[src/sv/sas_pkg.sv]
// shared types and codes for the sampled adjacency search block
// no dependencies; compiled first
package sas_pkg;

    localparam int FUNC_W     = 2;
    localparam int VERTEX_W   = 10;
    localparam int NEIGHBOR_W = 32;
    localparam int POSITION_W = 15;
    localparam int STATUS_W   = 2;

    // operation codes
    localparam logic [FUNC_W-1:0] FN_APPEND = 2'd0;
    localparam logic [FUNC_W-1:0] FN_CLOSE  = 2'd1;
    localparam logic [FUNC_W-1:0] FN_QUERY  = 2'd2;
    localparam logic [FUNC_W-1:0] FN_CLEAR  = 2'd3;

    // status codes
    localparam logic [STATUS_W-1:0] ST_OK         = 2'd0;
    localparam logic [STATUS_W-1:0] ST_FULL       = 2'd1;
    localparam logic [STATUS_W-1:0] ST_NOT_LOADED = 2'd2;

    typedef struct packed {
        logic [FUNC_W-1:0]     func;
        logic [VERTEX_W-1:0]   vertex;
        logic [NEIGHBOR_W-1:0] neighbor;
    } t_in_item;

    typedef struct packed {
        logic [POSITION_W-1:0] position;
        logic                  found;
        logic [STATUS_W-1:0]   status;
    } t_out_item;

    // controller to datapath
    typedef struct packed {
        logic cap;
        logic do_append;
        logic do_close;
        logic do_clear;
        logic set_full;
        logic set_nl;
        logic list_rd;
        logic list_lat;
        logic head_rd;
        logic set_tail;
        logic set_bs;
        logic mid_rd;
        logic mid_upd;
        logic range_set;
        logic scan_rd;
        logic found_set;
        logic out_load;
    } t_dp_cmd;

    // datapath to controller
    typedef struct packed {
        logic [FUNC_W-1:0] func;
        logic              app_full;
        logic              vtx_full;
        logic              vtx_bad;
        logic              len_zero;
        logic              le;
        logic              b_gap;
        logic              more;
        logic              match;
        logic              out_free;
    } t_dp_stat;

endpackage

[src/sv/sas_ctrl.sv]
// sequencing state machine: accept, execute, block search, scan, deliver
// depends on sas_pkg
module sas_ctrl (
    input  logic              i_clk,
    input  logic              i_rst_n,
    input  logic              i_in_valid,
    output logic              o_in_ready,
    input  sas_pkg::t_dp_stat i_stat,
    output sas_pkg::t_dp_cmd  o_cmd
);
    import sas_pkg::*;

    localparam logic [3:0] S_IDLE = 4'd0;
    localparam logic [3:0] S_EXEC = 4'd1;
    localparam logic [3:0] S_LIST = 4'd2;
    localparam logic [3:0] S_HREQ = 4'd3;
    localparam logic [3:0] S_HCMP = 4'd4;
    localparam logic [3:0] S_BCHK = 4'd5;
    localparam logic [3:0] S_BCMP = 4'd6;
    localparam logic [3:0] S_SCAN = 4'd7;
    localparam logic [3:0] S_DONE = 4'd8;

    logic [3:0] r_state;
    logic [3:0] n_state;
    logic       r_pend;   // scan read in flight
    logic       n_pend;

    always_ff @(posedge i_clk) begin
        if (!i_rst_n) begin
            r_state <= S_IDLE;
            r_pend  <= 1'b0;
        end else begin
            r_state <= n_state;
            r_pend  <= n_pend;
        end
    end

    always_comb begin
        n_state    = r_state;
        n_pend     = 1'b0;
        o_cmd      = '0;
        o_in_ready = 1'b0;
        case (r_state)
            S_IDLE: begin
                o_in_ready = 1'b1;
                if (i_in_valid) begin
                    o_cmd.cap = 1'b1;
                    n_state   = S_EXEC;
                end
            end
            S_EXEC: begin
                n_state = S_DONE;
                case (i_stat.func)
                    FN_APPEND: begin
                        if (i_stat.app_full) begin
                            o_cmd.set_full = 1'b1;
                        end else begin
                            o_cmd.do_append = 1'b1;
                        end
                    end
                    FN_CLOSE: begin
                        if (i_stat.vtx_full) begin
                            o_cmd.set_full = 1'b1;
                        end else begin
                            o_cmd.do_close = 1'b1;
                        end
                    end
                    FN_QUERY: begin
                        if (i_stat.vtx_bad) begin
                            o_cmd.set_nl = 1'b1;
                        end else begin
                            o_cmd.list_rd = 1'b1;
                            n_state       = S_LIST;
                        end
                    end
                    FN_CLEAR: begin
                        o_cmd.do_clear = 1'b1;
                    end
                    default: begin
                        o_cmd.do_clear = 1'b1;
                    end
                endcase
            end
            S_LIST: begin
                o_cmd.list_lat = 1'b1;
                n_state = i_stat.len_zero ? S_DONE : S_HREQ;
            end
            S_HREQ: begin
                o_cmd.head_rd = 1'b1;
                n_state       = S_HCMP;
            end
            S_HCMP: begin
                if (i_stat.le) begin
                    o_cmd.set_tail = 1'b1;
                    n_state        = S_SCAN;
                end else begin
                    o_cmd.set_bs = 1'b1;
                    n_state      = S_BCHK;
                end
            end
            S_BCHK: begin
                if (i_stat.b_gap) begin
                    o_cmd.mid_rd = 1'b1;
                    n_state      = S_BCMP;
                end else begin
                    o_cmd.range_set = 1'b1;
                    n_state         = S_SCAN;
                end
            end
            S_BCMP: begin
                o_cmd.mid_upd = 1'b1;
                n_state       = S_BCHK;
            end
            S_SCAN: begin
                if (r_pend && i_stat.match) begin
                    o_cmd.found_set = 1'b1;
                    n_state         = S_DONE;
                end else if (i_stat.more) begin
                    o_cmd.scan_rd = 1'b1;
                    n_pend        = 1'b1;
                end else begin
                    n_state = S_DONE;
                end
            end
            S_DONE: begin
                if (i_stat.out_free) begin
                    o_cmd.out_load = 1'b1;
                    n_state        = S_IDLE;
                end
            end
            default: begin
                n_state = S_IDLE;
            end
        endcase
    end

endmodule

[config.mk]
export PLATFORM = sky130hd
export DESIGN_NAME = sas_ctrl
export DESIGN_NICKNAME = d
export VERILOG_FILES = /design/src/sv/sas_pkg.sv /design/src/sv/sas_ctrl.sv
export SDC_FILE = /design/constraint.sdc
export NUM_CORES = 1
export LEC_CHECK = 0
export BUFFER_PORTS_ARGS = -buffer_cell sky130_fd_sc_hd__buf_2
export CORE_AREA = 10 10 47 49
export DETAILED_ROUTE_END_ITERATION = 8
export DIE_AREA = 0 0 57 59
export PLACE_DENSITY_LB_ADDON = 0.05
export REMOVE_ABC_BUFFERS = 1
export SYNTH_ARGS = -nofsm -noshare
export SYNTH_HDL_FRONTEND = slang
export SYNTH_SLANG_ARGS = --single-unit
[constraint.sdc]
create_clock -name i_clk -period 1.6 [get_ports i_clk]
set_input_delay 0.32 -clock i_clk [delete_from_list [all_inputs] [get_ports i_clk]]
set_output_delay 0.32 -clock i_clk [all_outputs]
set_load 0.05 [all_outputs]
Word level (Yosys, flattened, before mapping)

Index checks and enable logic that the tools add are counted.

Eq/ne operators: 14
Multiplexer cells: 41
Reduce and logical (&&, ||, !) cells: 5

Operators by type and width:

| kind                                                | count |
|---|---|
| case mux 4 bit (9 select lines)                     | 1 |
| 2-to-1 mux 4 bit                                    | 7 |
| 2-to-1 mux 1 bit                                    | 27 |
| equality test 4 x 3 -> 1 bit, second input constant | 4 |
| equality test 4 x 2 -> 1 bit, second input constant | 2 |
| 2-to-1 mux 2 bit                                    | 4 |
| 2-to-1 mux 6 bit                                    | 1 |
| equality test 2 bit, second input constant          | 2 |
| equality test 4 x 1 -> 1 bit, second input constant | 1 |
| equality test 4 bit, second input constant          | 1 |
| zero test 4 bit                                     | 1 |
| inequality test 2 bit, second input constant        | 2 |
| inequality test 3 bit, second input constant        | 1 |
| AND reduction 3 bit                                 | 1 |
| equality test 2 x 1 -> 1 bit, second input constant | 1 |
| zero test 2 bit                                     | 1 |
| case mux 1 bit (2 select lines)                     | 1 |
| AND reduction 2 bit                                 | 1 |
| logical AND 1 bit                                   | 1 |

Register bits after elaboration: 5
Output and inout port bits: 18
Word-level logic and storage cells: 62

Logic depth before layout (Yosys ltp)

Word-level depth: 3
Depth in mapped cells: 5

Least setup slack after synthesis

OpenSTA, ideal clock, no wires.

Path type: reg2out
From: register r_state[2]
To: output port o_cmd[16] (netlist name)
Data arrival time: 2.787 ns
Path slack: -1.507 ns
Cell stages (with the launch flop): 5
Path buffers: 2
Cell sequence: dfxtp_1 buf_6 clkbuf_1 nor4_1 and2_1

RTL lines:

| item                     | RTL line       | source |
|---|---|---|
| start: declaration       | sas_ctrl.sv:23 | `logic [3:0] r_state;` |
| start signal: assignment | sas_ctrl.sv:33 | `r_state <= n_state;` |
| end: declaration         | sas_ctrl.sv:9  | `output sas_pkg::t_dp_cmd o_cmd` |

==> reports/metrics.yaml <==
timing:
  worstMarginPinSlew_ns: 0.443
  rsz0062_at_grt: "yes"
  slew_headroom: 0.701
  period_share: 1.12
  setup_tns_ns: -1.31
  finalCriticalPeriod_ns: 1.79
  drv_slew: 0
  max_freq_mhz: 558
  finalHoldViolCount: 0
  skew_ns: 0.00189
  holdWs_ns: 0.368
  fin_ws_ns: -0.191
  finalSetupViolCount: 14
global_route:
  track_usage: 0.100
  grt_pass1_vias: 632
  grt_remaining_overflow: 0
  grt_pass1_wl_um: 2760
  antenna_found_initial: 0
  grt_start_max_net_pins: 15
floorplan:
  die_w_um: 57
  coreArea_um2: 1400
  die_area_um2: 3360
  rows: 14
  die-height_um: 59
  num_io_pins: 32
  start_util: 0.349
route:
  drcViolationCount: 0
  routed_wl_um: 1810
  ant_nets: 0
  wl_per_cell_um: 15.2
  viasPerCell: 5.39
  dr.pass1.iters: 3
  vias: 641
  drtIter0Drc: 2
placed_design:
  place.gp.congestion: 0.773
  place_area_um2: 677
  dpl.hpwl_um: 1240
  placed_cells: 108
  io_buffers: 31
worst_setup_path:
  crit_fanout: 3
  setup.worst_path.start_class: "flip-flop"
  path_class: "reg -> out"
  reg2reg_from: "r_state[2]"
  end_kind: "output port"
  path_cells: "nor4b_4 > nand2b_1 > nor3_1 > buf_4"
  cp.required_ns: 1.28
  crit_start: "r_state[1]"
  critPathSlowestCell: "dfxtp_2"
  cp.arrival_ns: 1.47
  cp_slowest_stage_delay_ns: 0.33
logic_synthesis:
  syn-cell-area_um2: 489
  syn_area_per_cell_um2: 8.15
  synth_cell_types: 31
  ys_ff_latch: 5
  yosysSeqAreaShare: 0.205
  muxShareOfSynthArea: 0.0205
  yosysTopAreaCellShare: 0.205
  synth-adder-area-share: 0
  yosysTopAreaCell: "dfxtp_1"
  synth_cells: 60
  synth_xor_area_frac: 0
  ys_warn_count: 0
  synth-simple-area-share: 0.537
  synth_top_family_by_area: "simple AND/OR/NAND/NOR gates"
  synth_compound_area_frac: 0.156
  synth_area_leaders: "dfxtp_1 (20%), nor3b_1 (7.7%), and3_1 (5.1%), buf_6 (4.6%), a21oi_1 (4.1%)"
clock_network:
  insertion_delay_ns: 0.24
  clk_pin_slew_ns: 0.04
  clock_sinks: 5
  h-tree-depth: 1
  cts_inserted_buffers: 3
  clk_path_buf_depth: 2
  cts-root-buf: "clkbuf_4"
  cts_tree: "done"
hold_path:
  worstHoldStart: "i_rst_n"
  hold_path_class: "in -> reg"
layout:
  fillCellCount: 133
  instances_no_fill: 119
  regArea_um2: 104
  drive_gt1_frac: 0.621
  fin_util: 0.680
  multi_input_area_um2: 434
  diodes: 0
  nNetsFinal: 118
  area_delta_synth_final_pct: 94.9
  fin_area_um2: 953
status:
  outcome: "finished, violations left"
  violations: "setup timing"
power_and_ir_drop:
  peakVddDrop_uv: 326
  p_per_area_nw_per_um2: 550
  p_leak_uw: 0.000426
job:
  maxCapViolCount: 0
stage by stage:
| step | total power, uW | setup WS, ns |
|---|---|---|
| after floorplan | 246 | -1.36 |
| after global placement | 309 | 0.0121 |
| after detailed placement | 308 | -0.0106 |
| after CTS | 497 | -0.146 |
| after global routing | 556 | -0.271 |
| final | 524 | -0.191 |
path summary, 6_finish.rpt:
kind	to	slack (ns)	cells past startpoint
min	r_state[0]	0.37	2
min reg2reg	r_state[3]	0.70	3
max	o_cmd[15]	-0.19	4
max reg2reg	r_state[1]	0.09	5
Yosys cell counts:
library cell / instances
dfxtp_1: 5
nor3b_1: 5
a21oi_1: 4
and3_1: 4
nor3_1: 4
nor2_1: 3
and2_1: 2
and4b_1: 2
buf_2: 2
buf_6: 2
clkbuf_1: 2
nand2_1: 2
nand2b_1: 2
nor2b_1: 2
nor4_1: 2
nor4bb_1: 2
a211oi_1: 1
a21boi_0: 1
and4_1: 1
mux2i_1: 1
nand3b_1: 1
nand4b_1: 1
nor3b_2: 1
nor4b_2: 1
o21ai_0: 1
o2bb2ai_1: 1
o31ai_1: 1
o41a_1: 1
o41ai_1: 1
or3b_2: 1
or4b_1: 1
critical path, delay by kind of cell, from the launching register on:
kind | cells | cell delay, ns
simple gates | 3 | 0.67
buf+inv | 1 | 0.23
flops | 1 | 0.33
final cells by class:
type | count | area share
Timing Repair Buffer | 45 | 0.387
Sequential cell | 5 | 0.109
Clock buffer | 4 | 0.0276
Tap cell | 16 | 0.0210
Multi-Input combinational cell | 49 | 0.455
cells in the final DEF, fill, tap and decap left out, types with 3 or more instances in the layout:
cell type and count:
buf_4 17, and3_4 3, dfxtp_2 3, nor3b_1 4, buf_6 13, buf_2 13
a21oi_1 4, clkbuf_4 3, nor3_1 3
sequential cells by signal (all words and copies together) (netlist names):
name     cells
r_pend       1
r_state      4
logic make-up (layout without fill, tap and decap cells):
logic type / after synthesis / in the layout
compound gates: 11 / 11
buf+inv: 6 / 49
flops: 5 / 5
mux: 1 / 1
simple gates: 37 / 37
repair_timing:
item | CTS | global route
setup endpoints to repair | 18 | 18
gates resized for setup | 43 | 12
endpoints found under the hold margin | 0 | 0
cloned | 0 | 0
pin swaps | 5 | 3
buffers inserted | 5 | 2
hold buffers | 0 | 0
report_power, final:
| part | internal (uW) | leakage [uW] | switching, uW |
|---|---|---|---|
| combinational | 111 | 0.000369 | 129 |
| clock | 94.4 | 0.0000150 | 53.2 |
| sequential | 131 | 0.0000421 | 5.00 |
| total | 337 | 0.000426 | 187 |
metal layers:
layer,up-vias,share of wire,routed length (um),track usage
met4,0,0.017,31,0.0403
met3,2,0.078,141,0.0558
met2,19,0.53,968,0.161
met1,300,0.37,670,0.107
li1,320,-,-,-
met5,-,0,0,0
Power figures use the tool's default switching activity.
